<file path="src/design/cae_pkg.sv">
// ----------------------------------------------------------------------------
// cae_pkg
// Shared types, sizes and codes of the cigar alignment event expander.
// ----------------------------------------------------------------------------
package cae_pkg;

  // sizes
  localparam int REF_DEPTH     = 4096;
  localparam int QUERY_DEPTH   = 1024;
  localparam int MAX_OP_LENGTH = 63;
  localparam int POS_BITS      = 16;
  localparam int REF_AW        = $clog2(REF_DEPTH);
  localparam int QRY_AW        = $clog2(QUERY_DEPTH);
  localparam int QUEUE_DEPTH   = 2;
  localparam int QUEUE_AW      = $clog2(QUEUE_DEPTH);

  typedef logic [POS_BITS-1:0] pos_t;
  typedef logic [REF_AW-1:0]   ref_addr_t;
  typedef logic [QRY_AW-1:0]   qry_addr_t;
  typedef logic [15:0]         len_t;
  typedef logic [5:0]          oplen_t;

  // request types
  localparam logic [2:0] REQ_LDREF  = 3'd0;
  localparam logic [2:0] REQ_LDQRY  = 3'd1;
  localparam logic [2:0] REQ_START  = 3'd2;
  localparam logic [2:0] REQ_OP     = 3'd3;
  localparam logic [2:0] REQ_FINISH = 3'd4;

  // cigar operation codes
  localparam logic [3:0] OP_M  = 4'd0;
  localparam logic [3:0] OP_I  = 4'd1;
  localparam logic [3:0] OP_D  = 4'd2;
  localparam logic [3:0] OP_N  = 4'd3;
  localparam logic [3:0] OP_S  = 4'd4;
  localparam logic [3:0] OP_H  = 4'd5;
  localparam logic [3:0] OP_P  = 4'd6;
  localparam logic [3:0] OP_EQ = 4'd7;
  localparam logic [3:0] OP_X  = 4'd8;

  // event types
  localparam logic [1:0] EV_MATCH    = 2'd0;
  localparam logic [1:0] EV_MISMATCH = 2'd1;
  localparam logic [1:0] EV_INS      = 2'd2;
  localparam logic [1:0] EV_DEL      = 2'd3;

  // command classes handed from front to back
  localparam logic [3:0] CLS_LDREF  = 4'd0;
  localparam logic [3:0] CLS_LDQRY  = 4'd1;
  localparam logic [3:0] CLS_START  = 4'd2;
  localparam logic [3:0] CLS_FINISH = 4'd3;
  localparam logic [3:0] CLS_CMP    = 4'd4;
  localparam logic [3:0] CLS_INS    = 4'd5;
  localparam logic [3:0] CLS_DEL    = 4'd6;
  localparam logic [3:0] CLS_ADVREF = 4'd7;
  localparam logic [3:0] CLS_ADVSEQ = 4'd8;

  typedef struct packed {
    logic [2:0]  req_type;
    logic [11:0] addr;
    logic [7:0]  base;
    logic [11:0] ref_offset;
    logic [3:0]  op_code;
    logic [5:0]  op_length;
  } in_item_t;

  typedef struct packed {
    logic [1:0]  event_type;
    logic [15:0] event_length;
    logic [15:0] ref_pos;
    logic [15:0] seq_pos;
    logic        last;
  } out_item_t;

  typedef struct packed {
    logic [3:0]  cls;
    logic [11:0] addr;
    logic [7:0]  base;
    logic [11:0] ref_offset;
    oplen_t      length;
  } cmd_t;

endpackage

</file>
<file path="src/design/cae_queue.sv">
// ----------------------------------------------------------------------------
// cae_queue
// Short command queue between front and back.
// ----------------------------------------------------------------------------
module cae_queue (
  input  logic          clk,
  input  logic          rst,
  input  logic          push,
  input  cae_pkg::cmd_t push_cmd,
  input  logic          pop,
  output logic          full,
  output logic          head_valid,
  output cae_pkg::cmd_t head
);

  cae_pkg::cmd_t                  entries [cae_pkg::QUEUE_DEPTH];
  logic [cae_pkg::QUEUE_AW-1:0]   wr_ptr;
  logic [cae_pkg::QUEUE_AW-1:0]   rd_ptr;
  logic [cae_pkg::QUEUE_AW:0]     count;

  assign full       = (count == (cae_pkg::QUEUE_AW+1)'(cae_pkg::QUEUE_DEPTH));
  assign head_valid = (count != '0);
  assign head       = entries[rd_ptr];

  // pointers and fill count
  always_ff @(posedge clk) begin
    if (rst) begin
      wr_ptr <= '0;
      rd_ptr <= '0;
      count  <= '0;
    end else begin
      if (push) begin
        wr_ptr <= wr_ptr + 1'b1;
      end
      if (pop) begin
        rd_ptr <= rd_ptr + 1'b1;
      end
      if (push && !pop) begin
        count <= count + 1'b1;
      end else if (pop && !push) begin
        count <= count - 1'b1;
      end
    end
  end

  // storage
  always_ff @(posedge clk) begin
    if (push) begin
      entries[wr_ptr] <= push_cmd;
    end
  end

endmodule

</file>
<file path="config.mk">
export PLATFORM = sky130hd
export DESIGN_NAME = cae_queue
export DESIGN_NICKNAME = d
export VERILOG_FILES = /design/src/design/cae_pkg.sv /design/src/design/cae_queue.sv
export SDC_FILE = /design/constraint.sdc
export NUM_CORES = 1
export LEC_CHECK = 0
export BUFFER_PORTS_ARGS = -buffer_cell sky130_fd_sc_hd__buf_4
export CELL_PAD_IN_SITES_DETAIL_PLACEMENT = 1
export CELL_PAD_IN_SITES_GLOBAL_PLACEMENT = 2
export CORE_MARGIN = 2
export CORE_UTILIZATION = 30
export CTS_CLUSTER_DIAMETER = 200
export DETAILED_ROUTE_END_ITERATION = 10
export PLACE_DENSITY_LB_ADDON = 0.1
export SYNTH_ARGS = -nofsm -noshare
export SYNTH_HDL_FRONTEND = slang
export SYNTH_SLANG_ARGS = --single-unit
</file>
<file path="constraint.sdc">
create_clock -name clk -period 9.4 [get_ports clk]
set_input_delay 2.82 -clock clk [delete_from_list [all_inputs] [get_ports clk]]
set_output_delay 2.82 -clock clk [all_outputs]
set_load 0.005 [all_outputs]
</file>
==> out/metrics.cfg, run 1 <==
[die]
num_io_pins=90
fp.dieArea_sq_um=11650
row_count=37
die_width_um=107.9
start_util_pct=31.11
die_height_um=107.9
core_area_sq_um=10420

[detailed_routing]
drt-total-wl_mm=5.946
drtPass1Iterations=4
ant_nets=0
avgViaCountPerCell=4.261
drt_iter0_drc=43
dr_total_vias=1649
post-route-drc-count=0
wire_per_inst_um=15.36

[global_routing]
grt_usage_pct=10.57
antenna_found_initial=0
grt_max_degree=43
grt_pass1_wl_mm=8.983
grt_pass1_vias=1740
overflow=0

[clock_network]
cts.repair.resized=0
clock_sinks=89
cts_htree_levels=3
worstSkewPairLatency_ns=0.34
cts-root-buf=clkbuf_8
path_clk_slew_ns=0.08
clock_path_buffers=2
cts_tree=built
numCtsBuffers=9
postCtsHoldBufs=0
post-cts-setup-buffers=0

[placement]
gp_congestion=0.6467
place.port_buffers=89
dpl.hpwl_mm=3.702

[cells_and_area]
n_antenna_cell=0
fillers=1042
multi_input_area_sq_um=588.1
regArea_sq_um=2624
final_nets=296
layout_commonest_cell=buf_4
syn2layout_area_growth_pct=32.09
layout_common_cells=buf_4 (90), edfxtp_1 (84), mux2_2 (42), clkbuf_8 (9)
layout-drive-gt1-share_pct=59.76
fin_util_pct=41.09

[outcome]
run_status=finished clean

[timing]
fin_skew_ns=0.007457
period_minus_slack_ns=4.811
setup-tns-final_ns=0
slew_headroom_pct=26.89
finalMaxSlewViolations=0
period_share_pct=51.18
tightest_slew_ns=1.097
rsz0062_at_grt=no
hold_viol_final=0
max_freq_mhz=207.8
hold_slack_ns=0.5064
finalSetupViolations=0

[synthesis]
synth_cell_types=17
syn_area_sq_um=3241
yosysSeqAreaShare_pct=80.93
synth_area_per_cell_sq_um=21.18
synth_area_leader_cell=edfxtp_1
synth_warnings=0
synthCells=153
yosysTopAreaCellShare_pct=77.84
synth_area_leaders=edfxtp_1 (78%), mux2_2 (15%), dfxtp_1 (3.1%), buf_4 (0.93%), xnor2_1 (0.54%)
synth_seq_cells=89
synth_fp_nets=200

[setup_path]
crit_fanout=42
reg2reg_depth=1
crit_required_ns=6.58
r2r_slack_ns=7.69
arrival_ns=1.99
cp-start-kind=flip-flop
cp-end-kind=primary output
critical_path_class=flip-flop to primary output
reg2reg_from=wr_ptr

[hold_path]
hp-class=flip-flop to flip-flop
hold-path-cell-count=2
hp-start=count[1]

[power]
power.leakage_nw=1.593
power_mw=0.8652
peakVddDrop_mv=0.07062
power_density_nw_per_um2=202.1

[run]
cap_violations=0

==> report_power, final <==
group | internal [mW] | switching [mW]
combinational | 0.0609 | 0.0360
clock | 0.172 | 0.122
sequential | 0.461 | 0.0136
total | 0.694 | 0.171
==> Yosys cell counts (all sizes together) <==
master and count:
edfxtp 84, mux2 42, buf 5, dfxtp 5, nor2 4, xnor2 2, xor2 2, a21oi 1
and2 1, and2b 1, ha 1, inv 1, nor2b 1, o21ai 1, or2 1, or3 1
==> sequential cells by signal (all words and copies together) (netlist names), named ones only <==
signal,cells
entries,84
count,2
wr_ptr,1
rd_ptr,1
==> metal layers <==
metal  vias up  global-route usage [%]  part of all wire, %
met2        53                   17.21                   51
met1       808                   12.81                   42
met3         9                   2.773                  5.7
met4         0                   5.769                  1.9
li1        779                       -                    -
met5         -                       0                    0
==> worst paths after layout <==
kind                    endpoint
setup / recovery        head[21]
hold / removal          count[1]
setup reg to reg  entries[1][31]
hold reg to reg         count[1]
==> layout make-up <==
cell class	count	area share (%)
Sequential cell	89	61.30
Timing Repair Buffer	90	15.78
Multi-Input combinational cell	58	13.74
Tap cell	136	3.975
Clock buffer	9	2.894
Clock inverter	4	2.222
Inverter	1	0.08769
==> through the flow <==
stage | cells | setup WS (ns) | area, sq um
2_1_floorplan | 153 | 4.259 | 3241
3_3_place_gp | 374 | 4.884 | 4061
3_5_place_dp | 374 | 4.898 | 4061
4_1_cts | 387 | 4.496 | 4280
5_1_grt | 387 | 4.424 | 4280
6_report | 387 | 4.589 | 4280
==> worst max-delay path: stages (launching register included) <==
cell	delay (ns)
dfxtp_2	1.06
mux2_2	0.44
buf_4	0.14
==> kinds of logic (layout without fill, tap and decap cells) <==
logic type	after synthesis	count (layout)	synth area share, %
adders and majority gates	1	1	0.3860
muxes	42	42	14.59
and+or+nand+nor	9	9	1.506
xor gates and xnor gates	4	4	1.081
DFF	89	89	80.93
buffers and inverters	6	104	1.197
AOI/OAI and AO/OA	2	2	0.3086
Power figures use the tool's default switching activity.
==> run 2: changes to the inputs <==
==> constraint.sdc (replaced) <==
create_clock -name clk -period 4 [get_ports clk]
set_input_delay 1.2 -clock clk [delete_from_list [all_inputs] [get_ports clk]]
set_output_delay 1.2 -clock clk [all_outputs]
set_load 0.005 [all_outputs]
==> out/metrics.cfg, run 2 (same netlist as run 1, synthesis figures left out) <==
[clock_network]
worstSkewPairLatency_ns=0.34
clock_sinks=89
path_clk_slew_ns=0.08
cts_tree=built
cts-root-buf=clkbuf_8
cts_htree_levels=3
clock_path_buffers=2
cts.repair.resized=0
postCtsHoldBufs=0
numCtsBuffers=9
post-cts-setup-buffers=0

[detailed_routing]
wire_per_inst_um=15.36
dr_total_vias=1681
drt-total-wl_mm=6.022
ant_nets=0
drtPass1Iterations=4
drt_iter0_drc=25
avgViaCountPerCell=4.288
post-route-drc-count=0

[timing]
finalMaxSlewViolations=0
tightest_slew_ns=0.7107
fin_skew_ns=0.007230
setup-tns-final_ns=0
period_share_pct=74.53
slew_headroom_pct=52.62
hold_slack_ns=0.5053
period_minus_slack_ns=2.981
max_freq_mhz=335.4
finalSetupViolations=0
finalWorstSetupSlack_ns=1.019
hold_viol_final=0
rsz0062_at_grt=no

[hold_path]
hold-path-endpoint=count[1]
hp-class=flip-flop to flip-flop
hold-path-cell-count=2
hp-start=count[1]

[die]
die_height_um=107.9
die_width_um=107.9
start_util_pct=31.11
core_area_sq_um=10420
row_count=37
fp.dieArea_sq_um=11650
num_io_pins=90

[run]
cap_violations=0

[setup_path]
cp-end-kind=primary output
cp_num_buf_inv=2
cp-start-kind=flip-flop
r2r_slack_ns=2.32
arrival_ns=1.78
critical_path_class=flip-flop to primary output
crit_required_ns=2.80
reg2reg_depth=2
cp_cell_sequence=buf_12 -> mux2_2 -> buf_4
rr_endpoint=entries[1][16]
reg2reg_from=wr_ptr
crit_fanout=25
cpMaxStageDelayCell=dfxtp_2
critPathTopFamily=flip-flops
slowest_delay_ns=0.65

[placement]
place_area_sq_um=4109
dp_worst_setup_slack_ns=1.367
dpl.hpwl_mm=3.951
place.port_buffers=89
gp_congestion=0.6754

[global_routing]
overflow=0
antenna_found_initial=0
grt_max_degree=28
grt_usage_pct=11.08
grt_pass1_wl_mm=9.597
grt_pass1_vias=1866

[cells_and_area]
largest_register_ffs=84
layout_common_cells=buf_4 (91), edfxtp_1 (84), mux2_2 (42), clkbuf_8 (9)
finalInstanceArea_sq_um=4262
n_antenna_cell=0
layout_commonest_cell=buf_4
layout-drive-gt1-share_pct=59.38
regMostFlops=entries
final_nets=299
syn2layout_area_growth_pct=31.51
reg_top3=entries (84), count (2)
fin_util_pct=40.91

[power]
power_density_nw_per_um2=435.6
power.leakage_nw=1.582
peakVddDrop_mv=0.1819

[outcome]
run_status=finished clean

-- run 2: worst max-delay path by stage --
| stage | startpoint | end | slack, ns | cells after the start |
|---|---|---|---|---|
| 4_1_cts | flip-flop | head[22] | 0.98 | 3 |
| 3_3_place_gp | flip-flop | head[22] | 1.35 | 3 |
| 2_1_floorplan | push | entries[0][0] | 0.48 | 1 |
| 6_report | flip-flop | head[22] | 1.02 | 3 |
| 3_5_place_dp | push | entries[1][12] | 1.37 | 3 |
| 5_1_grt | flip-flop | head[21] | 0.91 | 3 |
-- run 2: final cells by class --
cell class / count / area [sq um]
Fill cell: 1061 / 6155
Sequential cell: 89 / 2624
Timing Repair Buffer: 93 / 723.2
Multi-Input combinational cell: 58 / 588.1
Tap cell: 136 / 170.2
Clock buffer: 11 / 131.4
Clock inverter: 4 / 21.27
Inverter: 1 / 3.754
-- run 2: metrics by stage --
step | std cells | total power, mW
floorplan | 153 | 1.232
global placement | 377 | 1.380
detailed placement | 377 | 1.382
CTS | 392 | 1.888
global route | 392 | 1.943
finish | 392 | 1.856
-- run 2: tightest hold or removal path: stages, from the launching register on --
cell	delay [ns]
dfxtp_1	0.33
o21ai_0	0.07
a21oi_1	0.06
-- run 2: power by group --
part	internal, mW	switching (mW)
Combinational	0.150	0.0978
Sequential	1.08	0.0217
Clock	0.219	0.284
-- run 2: metal layers --
layer / share of wire, % / up-vias / global-route usage [%]
met3: 6.0 / 9 / 3.074
met5: 0 / - / 0
met1: 42 / 829 / 13.38
met4: 1.9 / 0 / 5.220
met2: 50 / 54 / 18.37
li1: - / 789 / -
==> run 3: changes to the inputs <==
==> constraint.sdc (replaced) <==
create_clock -name clk -period 2.6 [get_ports clk]
set_input_delay 0.78 -clock clk [delete_from_list [all_inputs] [get_ports clk]]
set_output_delay 0.78 -clock clk [all_outputs]
set_load 0.005 [all_outputs]
==> out/metrics.cfg, run 3 (same netlist as run 1, synthesis figures left out) <==
[setup_path]
crit_required_ns=1.82
crit_fanout=23
critical_path_class=flip-flop to primary output
cp-end-kind=primary output
r2r_slack_ns=1.34
cp-start-kind=flip-flop
arrival_ns=1.51

[power]
swShare_pct=21.34
power_mw=2.948
pwr-share-seq_pct=57.3
power.switching_mw=0.6290
clkPwrFrac_pct=29.5
power_density_nw_per_um2=690.4
p_int_mw=2.319
pwr-share-comb_pct=13.1
power.leakage_nw=1.594
peakVddDrop_mv=0.2054

[die]
start_util_pct=31.11
die_height_um=107.9
num_io_pins=90
fp.dieArea_sq_um=11650
row_count=37
die_width_um=107.9
core_area_sq_um=10420

[clock_network]
cts_htree_levels=3
worstSkewPairLatency_ns=0.34
post-cts-setup-buffers=0
clock_path_buffers=2
cts.repair.resized=0
numCtsBuffers=9
cts_tree=built
postCtsHoldBufs=0
path_clk_slew_ns=0.08
clock_sinks=89
cts-root-buf=clkbuf_8

[timing]
finalSetupViolations=0
hold_viol_final=0
rsz0062_at_grt=no
period_share_pct=88.14
tightest_slew_ns=0.3868
fin_skew_ns=0.006898
finalMaxSlewViolations=0
period_minus_slack_ns=2.292
slew_headroom_pct=74.21
setup-tns-final_ns=0
max_freq_mhz=436.4

[global_routing]
overflow=0
grt_pass1_wl_mm=9.515
antenna_found_initial=0
grt_pass1_vias=1838
grt_max_degree=27
grt_usage_pct=11.13

[cells_and_area]
layout_common_cells=buf_4 (95), edfxtp_1 (84), mux2_2 (42), clkbuf_8 (9)
fin_util_pct=41.00
layout_commonest_cell=buf_4
final_nets=301
n_antenna_cell=0
syn2layout_area_growth_pct=31.78
regMostFlops=entries
reg_top3=entries (84), count (2)
layout-drive-gt1-share_pct=60.55
largest_register_ffs=84

[detailed_routing]
top_layer=met4
wire_per_inst_um=15.72
avgViaCountPerCell=4.250
ant_nets=0
post-route-drc-count=0
drt-total-wl_mm=6.164
met2WireLength_mm=3.173
drt_iter0_drc=41
dr_total_vias=1666
drtPass1Iterations=4
wl_met3_um=336
wl_met1_mm=2.544

[run]
cap_violations=0

[placement]
dpl.hpwl_mm=4.018
gp_congestion=0.6312
place.port_buffers=89

[hold_path]
hp-class=flip-flop to flip-flop

[outcome]
run_status=finished clean

[run 3: changes by cell type in the layout (fill, tap and decap cells not counted)]
cell,previous run,this run
buf_4,91,95
bufinv_16,0,1
clkbuf_1,2,0
clkinv_1,1,0
buf_12,2,0
[run 3: cell type report]
cell class	count	area, sq um
clock inverter	4	47.55
tap	136	170.2
multi-input combinational	58	588.1
clock buffer	9	123.9
fill	1046	6146
inverter	1	3.754
timing repair buffer	95	713.2
sequential	89	2624
[run 3: stage by stage]
step / area, sq um / instances / hold WS (ns) / worst slack (ns)
after floorplan: 3243 / 153 / 0.4564 / 0.2810
after detailed placement: 4099 / 379 / 0.5143 / 0.6434
final: 4270 / 392 / 0.5236 / 0.3083
after global routing: 4270 / 392 / 0.5667 / 0.2162
after CTS: 4270 / 392 / 0.5330 / 0.2549
after global placement: 4099 / 379 / 0.4956 / 0.6373
[run 3: worst max-delay path: stages (launching register included)]
cell and delay [ns]:
dfxtp_2 0.33, buf_4 0.31, mux2_2 0.40, buf_4 0.14
[run 3: final timing paths]
check,from,end,cells past startpoint
max,flip-flop,head[22],3
min,rd_ptr,rd_ptr,2
max reg2reg,wr_ptr,entries[1][19],2
min reg2reg,rd_ptr,rd_ptr,2
[run 3: layer usage]
| metal | vias to the layer above | global-route usage (%) |
|---|---|---|
| met4 | 0 | 5.220 |
| met2 | 48 | 18.91 |
| li1 | 789 | - |
| met1 | 820 | 13.39 |
| met3 | 9 | 2.592 |
| met5 | - | 0 |
[run 3: power groups by stage]
stage	Sequential [mW]	Clock, mW	Combinational [mW]
2_1_floorplan	1.72	0	0.177
3_3_place_gp	1.72	0	0.396
3_5_place_dp	1.72	0	0.399
4_1_cts	1.69	0.910	0.401
5_1_grt	1.70	0.962	0.427
6_report	1.69	0.871	0.387
