$ cat config.mk
export PLATFORM = sky130hd
export DESIGN_NAME = cae_front
export DESIGN_NICKNAME = d
export VERILOG_FILES = /design/src/design/cae_pkg.sv /design/src/design/cae_front.sv
export SDC_FILE = /design/constraint.sdc
export NUM_CORES = 1
export LEC_CHECK = 0
export BUFFER_PORTS_ARGS = -buffer_cell sky130_fd_sc_hd__buf_4
export CAP_MARGIN = 20
export CORE_MARGIN = 5
export CORE_UTILIZATION = 26
export DETAILED_ROUTE_END_ITERATION = 6
export GPL_ROUTABILITY_DRIVEN = 0
export PLACE_DENSITY = 0.81
export SETUP_SLACK_MARGIN = 0.15
export SYNTH_ARGS = -nofsm -noshare
export SYNTH_HDL_FRONTEND = slang
export SYNTH_SLANG_ARGS = --single-unit
$ cat constraint.sdc
create_clock -name vclk -period 1.1
set_input_delay 0.165 -clock vclk [all_inputs]
set_output_delay 0.165 -clock vclk [all_outputs]
set_load 0.02 [all_outputs]
$ cat src/design/cae_pkg.sv
// ----------------------------------------------------------------------------
// cae_pkg
// Shared types, sizes and codes of the cigar alignment event expander.
// ----------------------------------------------------------------------------
package cae_pkg;

  // sizes
  localparam int REF_DEPTH     = 4096;
  localparam int QUERY_DEPTH   = 1024;
  localparam int MAX_OP_LENGTH = 63;
  localparam int POS_BITS      = 16;
  localparam int REF_AW        = $clog2(REF_DEPTH);
  localparam int QRY_AW        = $clog2(QUERY_DEPTH);
  localparam int QUEUE_DEPTH   = 2;
  localparam int QUEUE_AW      = $clog2(QUEUE_DEPTH);

  typedef logic [POS_BITS-1:0] pos_t;
  typedef logic [REF_AW-1:0]   ref_addr_t;
  typedef logic [QRY_AW-1:0]   qry_addr_t;
  typedef logic [15:0]         len_t;
  typedef logic [5:0]          oplen_t;

  // request types
  localparam logic [2:0] REQ_LDREF  = 3'd0;
  localparam logic [2:0] REQ_LDQRY  = 3'd1;
  localparam logic [2:0] REQ_START  = 3'd2;
  localparam logic [2:0] REQ_OP     = 3'd3;
  localparam logic [2:0] REQ_FINISH = 3'd4;

  // cigar operation codes
  localparam logic [3:0] OP_M  = 4'd0;
  localparam logic [3:0] OP_I  = 4'd1;
  localparam logic [3:0] OP_D  = 4'd2;
  localparam logic [3:0] OP_N  = 4'd3;
  localparam logic [3:0] OP_S  = 4'd4;
  localparam logic [3:0] OP_H  = 4'd5;
  localparam logic [3:0] OP_P  = 4'd6;
  localparam logic [3:0] OP_EQ = 4'd7;
  localparam logic [3:0] OP_X  = 4'd8;

  // event types
  localparam logic [1:0] EV_MATCH    = 2'd0;
  localparam logic [1:0] EV_MISMATCH = 2'd1;
  localparam logic [1:0] EV_INS      = 2'd2;
  localparam logic [1:0] EV_DEL      = 2'd3;

  // command classes handed from front to back
  localparam logic [3:0] CLS_LDREF  = 4'd0;
  localparam logic [3:0] CLS_LDQRY  = 4'd1;
  localparam logic [3:0] CLS_START  = 4'd2;
  localparam logic [3:0] CLS_FINISH = 4'd3;
  localparam logic [3:0] CLS_CMP    = 4'd4;
  localparam logic [3:0] CLS_INS    = 4'd5;
  localparam logic [3:0] CLS_DEL    = 4'd6;
  localparam logic [3:0] CLS_ADVREF = 4'd7;
  localparam logic [3:0] CLS_ADVSEQ = 4'd8;

  typedef struct packed {
    logic [2:0]  req_type;
    logic [11:0] addr;
    logic [7:0]  base;
    logic [11:0] ref_offset;
    logic [3:0]  op_code;
    logic [5:0]  op_length;
  } in_item_t;

  typedef struct packed {
    logic [1:0]  event_type;
    logic [15:0] event_length;
    logic [15:0] ref_pos;
    logic [15:0] seq_pos;
    logic        last;
  } out_item_t;

  typedef struct packed {
    logic [3:0]  cls;
    logic [11:0] addr;
    logic [7:0]  base;
    logic [11:0] ref_offset;
    oplen_t      length;
  } cmd_t;

endpackage

$ cat src/design/cae_front.sv
// ----------------------------------------------------------------------------
// cae_front
// Decodes an incoming item into a command class, clamps the operation
// length and drops items that have no effect.
// ----------------------------------------------------------------------------
module cae_front (
  input  cae_pkg::in_item_t request,
  output cae_pkg::cmd_t     cmd,
  output logic              keep
);

  cae_pkg::oplen_t len;

  // length clamp
  always_comb begin
    if (request.op_length > cae_pkg::oplen_t'(cae_pkg::MAX_OP_LENGTH)) begin
      len = cae_pkg::oplen_t'(cae_pkg::MAX_OP_LENGTH);
    end else begin
      len = request.op_length;
    end
  end

  // classify
  always_comb begin
    cmd.addr       = request.addr;
    cmd.base       = request.base;
    cmd.ref_offset = request.ref_offset;
    cmd.length     = len;
    cmd.cls        = cae_pkg::CLS_LDREF;
    keep           = 1'b0;
    case (request.req_type)
      cae_pkg::REQ_LDREF: begin
        cmd.cls = cae_pkg::CLS_LDREF;
        keep    = 1'b1;
      end
      cae_pkg::REQ_LDQRY: begin
        cmd.cls = cae_pkg::CLS_LDQRY;
        keep    = 1'b1;
      end
      cae_pkg::REQ_START: begin
        cmd.cls = cae_pkg::CLS_START;
        keep    = 1'b1;
      end
      cae_pkg::REQ_FINISH: begin
        cmd.cls = cae_pkg::CLS_FINISH;
        keep    = 1'b1;
      end
      cae_pkg::REQ_OP: begin
        // zero length and hard clip / padding change nothing
        if (len != '0) begin
          if (request.op_code inside {cae_pkg::OP_M, cae_pkg::OP_EQ, cae_pkg::OP_X}) begin
            cmd.cls = cae_pkg::CLS_CMP;
            keep    = 1'b1;
          end else begin
            case (request.op_code)
              cae_pkg::OP_I: begin
                cmd.cls = cae_pkg::CLS_INS;
                keep    = 1'b1;
              end
              cae_pkg::OP_D: begin
                cmd.cls = cae_pkg::CLS_DEL;
                keep    = 1'b1;
              end
              cae_pkg::OP_N: begin
                cmd.cls = cae_pkg::CLS_ADVREF;
                keep    = 1'b1;
              end
              cae_pkg::OP_S: begin
                cmd.cls = cae_pkg::CLS_ADVSEQ;
                keep    = 1'b1;
              end
              default: keep = 1'b0;
            endcase
          end
        end
      end
      default: keep = 1'b0;
    endcase
  end

endmodule

==> results_dict.tcl, run 1 <==
set metrics [dict create \
    utilization 0.3363 \
    die_area_um2 2611 \
    cp-start-kind "input pin" \
    p_per_area_nw_per_um2 424.8 \
    antenna_found_initial 0 \
    syn2layout_area_growth_pct 19.37 \
    clockPowerShare 0 \
    grt_max_degree 6 \
    grtUsageTotal 0.07966 \
    total_leakage_power_nw 0.2464 \
    status "complete, but fails checks" \
    wl_met3_um 210 \
    placementRows 14 \
    drt_iter0_drc 0 \
    yosysMostFrequentCell "buf_4" \
    top_layer "met4" \
    fin_crit_ps 1241 \
    dp_slack_ps -258.9 \
    wl_per_cell_um 14.93 \
    final_antenna_net_count 0 \
    drive_gt1_frac 0.6897 \
    max_freq_mhz 805.9 \
    synthTopCellsByArea "buf_4 (55%), clkbuf_1 (5.1%), nor4_4 (4.8%)" \
    wl_met1_um 400 \
    diodes 0 \
    drc 0 \
    initial_utilization 0.2817 \
    port-buffer-count 24 \
    pwr-share-comb 1.000 \
    synthesis.area_um2 439.2 \
    numSequentialCells 0 \
    ios 88 \
    whs_ps 330.0 \
    ys_seq_area_frac 0 \
    yosysWarnings 0 \
    stdcell_count 74 \
    core_um2 1559 \
    pwr-share-seq 0 \
    finalNetCount 105 \
    syn_nets 108 \
    path_buf_inv 3 \
    grt_pass1_wl_um 1718 \
    worstMarginPinSlew_ps 297.4 \
    worstPathRequired_ps 940 \
    rsz0062_at_grt "yes" \
    slew_viol_final 0 \
    netlist_instances 63 \
    syn_area_per_cell_um2 6.971 \
    intPower_mw 0.1214 \
    slowest_stage "nor4_4" \
    finalWorstSetupSlack_ps -140.9 \
    crit_chain "buf_8 -> nor4_4 -> buf_4 -> a21oi_2 -> a41o_1 -> buf_6" \
    dpl.hpwl_um 891.1 \
    violations "setup timing" \
    path_max_fanout 4 \
    min_path_type "in2out" \
    seq_area_um2 0 \
    crit_type "in2out" \
    drv_cap 0 \
    die_height_um 51.10 \
    crit_arrival_ps 1080 \
    clockBufferCount 0 \
    fillers 163 \
    finalSetupViolCount 5 \
    drt_wl_total_um 1105 \
    synth.top_cell.area_share 0.5470 \
    grt_pass1_vias 397 \
    synth_commonest_cells "buf_4 (32), clkbuf_1 (6), nor2_1 (5)" \
    dr_wl_met2_um 461 \
    power.total_mw 0.2227 \
    num_vias 369 \
    synth_top_area_cell "buf_4" \
    end_kind "primary output" \
    fin_crit_sh 1.128 \
    die_w_um 51.10 \
    max-vdd-ir-drop_mv 0.2399 \
    first_pass_iters 1 \
    p_sw_mw 0.1013 \
    crit_family "buffers and inverters" \
    slowest_delay_ps 240 \
    dp.cells 71 \
    hold_viol_final 0 \
    synth_cell_type_count 18 \
    grt_remaining_overflow 0 \
    maxSlewHeadroom 0.8015 \
    switching_share 0.4549 \
    vias_per_cell 4.986 \
]
## path summary, 6_finish.rpt
path / slack (ps) / cells after the start / startpoint / end
setup / recovery: -140 / 6 / request[4] / cmd[39]
hold / removal: 330 / 0 / request[30] / cmd[26]
## layer usage
metal | GRT usage | up-vias
li1 | - | 165
met1 | 0.08333 | 156
met2 | 0.1352 | 38
met3 | 0.04070 | 10
met4 | 0.03139 | 0
met5 | 0 | -
## through the flow
step	area [um^2]	setup TNS [ps]
floorplan	456.7	0
global placement	439.2	-958.9
detailed placement	439.2	-1043
CTS	493.0	-567.9
global route	524.3	-753.3
finish	524.3	-541.9
## cell families (layout without fill, tap and decap cells)
kind of cell,count (synthesis),in the layout,synth area share
simple gates,11,11,0.1510
xor+xnor,2,2,0.03989
buf+inv,38,33,0.5983
compound gates,12,12,0.2108
## power by group through the flow
stage	sequential, mW	clock [mW]	combinational, mW
global route	0	0	0.238
floorplan	0	0	0.253
finish	0	0	0.223
CTS	0	0	0.214
global placement	0	0	0.188
detailed placement	0	0	0.192
## cell usage in the layout, fill, tap and decap left out, types with 2 or more instances in the layout
cell type	n
xnor2_1	2
buf_6	7
a21o_1	2
a21oi_2	2
nor2_1	4
buf_8	3
a41o_1	2
buf_4	23
## cell type report
class | instances | area [um^2] | share of cell area
timing repair buffer | 33 | 296.5 | 0.5656
multi-input combinational | 25 | 207.7 | 0.3962
tap | 16 | 20.02 | 0.03819
## repair_timing
| action | 4_1_cts | 5_1_grt |
|---|---|---|
| buffers inserted | 1 | 2 |
| resized for setup | 13 | 4 |
| cloned | 0 | 0 |
| pin swaps | 5 | 4 |
| hold buffers | 0 | 0 |
| endpoints found under the setup margin | 5 | 5 |
Power figures use the tool's default switching activity.
==> run 2, diff against run 1 <==
==> config.mk (replaced) <==
export PLATFORM = sky130hd
export DESIGN_NAME = cae_front
export DESIGN_NICKNAME = d
export VERILOG_FILES = /design/src/design/cae_pkg.sv /design/src/design/cae_front.sv
export SDC_FILE = /design/constraint.sdc
export NUM_CORES = 1
export LEC_CHECK = 0
export CAP_MARGIN = 20
export CORE_AREA = 2 2 39 41
export DETAILED_ROUTE_END_ITERATION = 6
export DIE_AREA = 0 0 41 43
export DONT_BUFFER_PORTS = 1
export GPL_ROUTABILITY_DRIVEN = 0
export PLACE_DENSITY = 0.44
export SETUP_SLACK_MARGIN = 0.15
export SYNTH_ARGS = -nofsm -noshare
export SYNTH_HDL_FRONTEND = slang
export SYNTH_SLANG_ARGS = --single-unit
==> run 2 against run 1 <==
Against the previous run: the run now ends clean; utilization decreased by 16 points; die area decreased by 32%; largest cell class is now multi-input gates; critical path depth decreased by 2; non-clock buffer count decreased by 31; critical endpoint is now cmd[38]; combinational power decreased by 68%; count of clock-buffer cells in the layout unchanged; final cell count decreased by 42%; sequential share of layout area unchanged; first-iteration DRC count unchanged.
==> results_dict.tcl, run 2 (same netlist as run 1, synthesis figures left out) <==
set metrics [dict create \
    wl_per_cell_um 16.79 \
    stdcell_count 43 \
    finalNetCount 74 \
    diodes 0 \
    port-buffer-count 0 \
    drive_gt1_frac 0.3333 \
    grtUsageTotal 0.06294 \
    slowest_stage "a41o_1" \
    core_um2 1384 \
    path_max_fanout 4 \
    final_area_um2 240.2 \
    drc 0 \
    placementRows 14 \
    syn2layout_area_growth_pct -45.30 \
    fin_crit_ps 1079 \
    whs_ps 330.0 \
    grt_max_degree 7 \
    final_antenna_net_count 0 \
    crit_chain "nor4_4 -> buf_4 -> a21oi_2 -> a41o_1" \
    final_common_cell "nor2_1" \
    num_vias 235 \
    seq_area_um2 0 \
    hold_viol_final 0 \
    grt_remaining_overflow 0 \
    fillers 158 \
    max-vdd-ir-drop_mv 0.08622 \
    total_leakage_power_nw 0.08063 \
    max_freq_mhz 927.0 \
    numSequentialCells 0 \
    grt_pass1_vias 203 \
    worstMarginPinSlew_ps 257.2 \
    die_area_um2 1763 \
    ios 88 \
    drt_wl_total_um 722 \
    drt_iter0_drc 0 \
    clockBufferCount 0 \
    first_pass_iters 1 \
    crit_arrival_ps 910 \
    rsz0062_at_grt "yes" \
    utilization 0.1736 \
    dpl.hpwl_um 597 \
    place_area_um2 221.5 \
    worstPathRequired_ps 940 \
    fin_crit_sh 0.9807 \
    end_kind "primary output" \
    finalSetupViolCount 0 \
    path_buf_inv 1 \
    drv_cap 0 \
    min_path_type "in2out" \
    status "complete, no violations" \
    ctsHoldBuffers 0 \
    slew_viol_final 0 \
    grt_pass1_wl_um 848 \
    maxSlewHeadroom 0.8270 \
    antenna_found_initial 0 \
    die_w_um 41 \
    dp_slack_ps -43.38 \
    finalWorstSetupSlack_ps 21.24 \
    cp-start-kind "input pin" \
    p_per_area_nw_per_um2 292.8 \
    vias_per_cell 5.465 \
    crit_type "in2out" \
    dp.cells 42 \
    crit_family "compound AO/OA/AOI/OAI gates" \
    initial_utilization 0.3174 \
    slowest_delay_ps 260 \
    die_height_um 43 \
]
[run 2: changes by cell type in the layout (fill, tap and decap cells not counted)]
cell	previous run	this run
o21a_2	0	1
buf_4	23	2
o21a_1	1	0
a21oi_1	1	2
buf_8	3	0
a21oi_2	2	1
buf_6	7	0
[run 2: cell type report]
type / count / area (um^2) / area share
multi-input combinational: 25 / 205.2 / 0.8542
tap: 16 / 20.02 / 0.08333
timing repair buffer: 2 / 15.01 / 0.06250
[run 2: power breakdown]
| part | switching [mW] | total, mW | internal, mW |
|---|---|---|---|
| clock | 0 | 0 | 0 |
| sequential | 0 | 0 | 0 |
| combinational | 0.0395 | 0.0703 | 0.0309 |
[run 2: worst paths after layout]
path	startpoint	to	slack, ps	cells after the start
max	request[4]	cmd[38]	20	4
min	request[15]	cmd[11]	330	0
[run 2: metrics by stage]
| stage | power, mW | setup TNS, ps |
|---|---|---|
| floorplan | 0.2526 | 0 |
| global placement | 0.06692 | -106.9 |
| detailed placement | 0.06751 | -109.7 |
| CTS | 0.06991 | 0 |
| global route | 0.07644 | -42.91 |
| finish | 0.07034 | 0 |
[run 2: repair_timing]
action | 4_1_cts | 5_1_grt
buffers inserted | 1 | 0
pin swaps | 3 | 1
endpoints found under the setup margin | 5 | 5
resized for setup | 2 | 2
[run 2: routing by layer]
layer | vias to the layer above | wire [um] | GRT usage
li1 | 104 | - | -
met3 | 2 | 185 | 0.05759
met2 | 29 | 299 | 0.08750
met5 | - | 0 | 0
met4 | 0 | 5 | 0.02000
met1 | 100 | 231 | 0.06646
==> run 3, diff against run 2 <==
--- a/config.mk
+++ b/config.mk
@@ -5,10 +5,11 @@
 export SDC_FILE = /design/constraint.sdc
 export NUM_CORES = 1
 export LEC_CHECK = 0
+export ABC_CLOCK_PERIOD_IN_PS = 1100
 export CAP_MARGIN = 20
-export CORE_AREA = 2 2 39 41
+export CORE_AREA = 3 3 40 42
 export DETAILED_ROUTE_END_ITERATION = 6
-export DIE_AREA = 0 0 41 43
+export DIE_AREA = 0 0 43 45
 export DONT_BUFFER_PORTS = 1
 export GPL_ROUTABILITY_DRIVEN = 0
 export PLACE_DENSITY = 0.44
==> run 3 against run 2 <==
Against the previous run: design area fell by 0.52%; highest routed layer unchanged; utilization rose by 1.2 points; critical path type unchanged; via count fell by 0.43%.
==> results_dict.tcl, run 3 (same netlist as run 1, synthesis figures left out) <==
set metrics [dict create \
    place_area_um2 220.2 \
    tns_ps 0 \
    grt_pass1_vias 223 \
    ctsHoldBuffers 0 \
    rsz0062_at_grt "yes" \
    cp-start-kind "input pin" \
    drive_gt1_frac 0.3333 \
    finalWorstSetupSlack_ps 33.50 \
    wl_per_cell_um 17.31 \
    p_per_area_nw_per_um2 291.3 \
    busiest_layer "met2" \
    fin_crit_ps 1067 \
    drt_iter0_drc 1 \
    port-buffer-count 0 \
    path_max_fanout 4 \
    final_antenna_net_count 0 \
    pwr-share-comb 1.000 \
    whs_ps 330.0 \
    power.total_mw 0.06963 \
    hold_viol_final 0 \
    maxSlewHeadroom 0.8251 \
    num_vias 234 \
    placementRows 13 \
    intPower_mw 0.03094 \
    status "complete, no violations" \
    dp.cells 41 \
    ios 88 \
    grtUsageTotal 0.06302 \
    clockBufferCount 0 \
    min_path_type "in2out" \
    final_area_um2 239.0 \
    grt_remaining_overflow 0 \
    max_freq_mhz 937.6 \
    diodes 0 \
    p_sw_mw 0.03869 \
    worstPathRequired_ps 940 \
    syn2layout_area_growth_pct -45.58 \
    die_w_um 43 \
    crit_type "in2out" \
    vias_per_cell 5.571 \
    pwr-share-seq 0 \
    end_kind "primary output" \
    stdcell_count 42 \
    finalNetCount 74 \
    crit_arrival_ps 900 \
    initial_utilization 0.3418 \
    fin_crit_sh 0.9695 \
    grt_max_degree 7 \
    drt_wl_total_um 727 \
    antenna_found_initial 0 \
    finalSetupViolCount 0 \
    core_um2 1285 \
    utilization 0.1860 \
    slew_viol_final 0 \
    final_common_cell "nor2_1" \
    die_height_um 45 \
    grtUsageMet1 0.07857 \
    use_met2 0.08982 \
    drc 0 \
    worstMarginPinSlew_ps 260.1 \
    switching_share 0.5556 \
    drv_cap 0 \
    grt_pass1_wl_um 993 \
    seq_area_um2 0 \
    numSequentialCells 0 \
    total_leakage_power_nw 0.08059 \
    clockPowerShare 0 \
    max-vdd-ir-drop_mv 0.1009 \
    die_area_um2 1935 \
    dp_slack_ps -33.97 \
    use_met3 0.03984 \
    first_pass_iters 4 \
]
-- run 3: worst max-delay path, cell delays in order --
cell     delay, ps
nor4_4         240
buf_4          180
a21oi_2         60
a41o_1         260
-- run 3: power by group through the flow --
stage	combinational (mW)	clock (mW)	sequential, mW
after floorplan	0.253	0	0
after global routing	0.0771	0	0
after CTS	0.0680	0	0
after global placement	0.0662	0	0
after detailed placement	0.0662	0	0
final	0.0696	0	0
-- run 3: final timing paths --
path	start	endpoint	cells after the start
hold / removal	request[18]	cmd[14]	0
setup / recovery	request[4]	cmd[39]	4
-- run 3: layout make-up --
class	count	area (um^2)
Multi-Input combinational cell	25	205.2
Fill cell	150	1046
Timing Repair Buffer	2	15.01
Tap cell	15	18.77
-- run 3: routing by layer --
metal	wire [um]	vias up
li1	-	104
met3	141	4
met4	9	0
met1	278	95
met2	298	31
met5	0	-
-- run 3: repair_timing --
item / 4_1_cts / 5_1_grt
buffers inserted: 1 / 0
resized for setup: 1 / 3
pin swaps: 2 / 1
endpoints found under the setup margin: 5 / 5
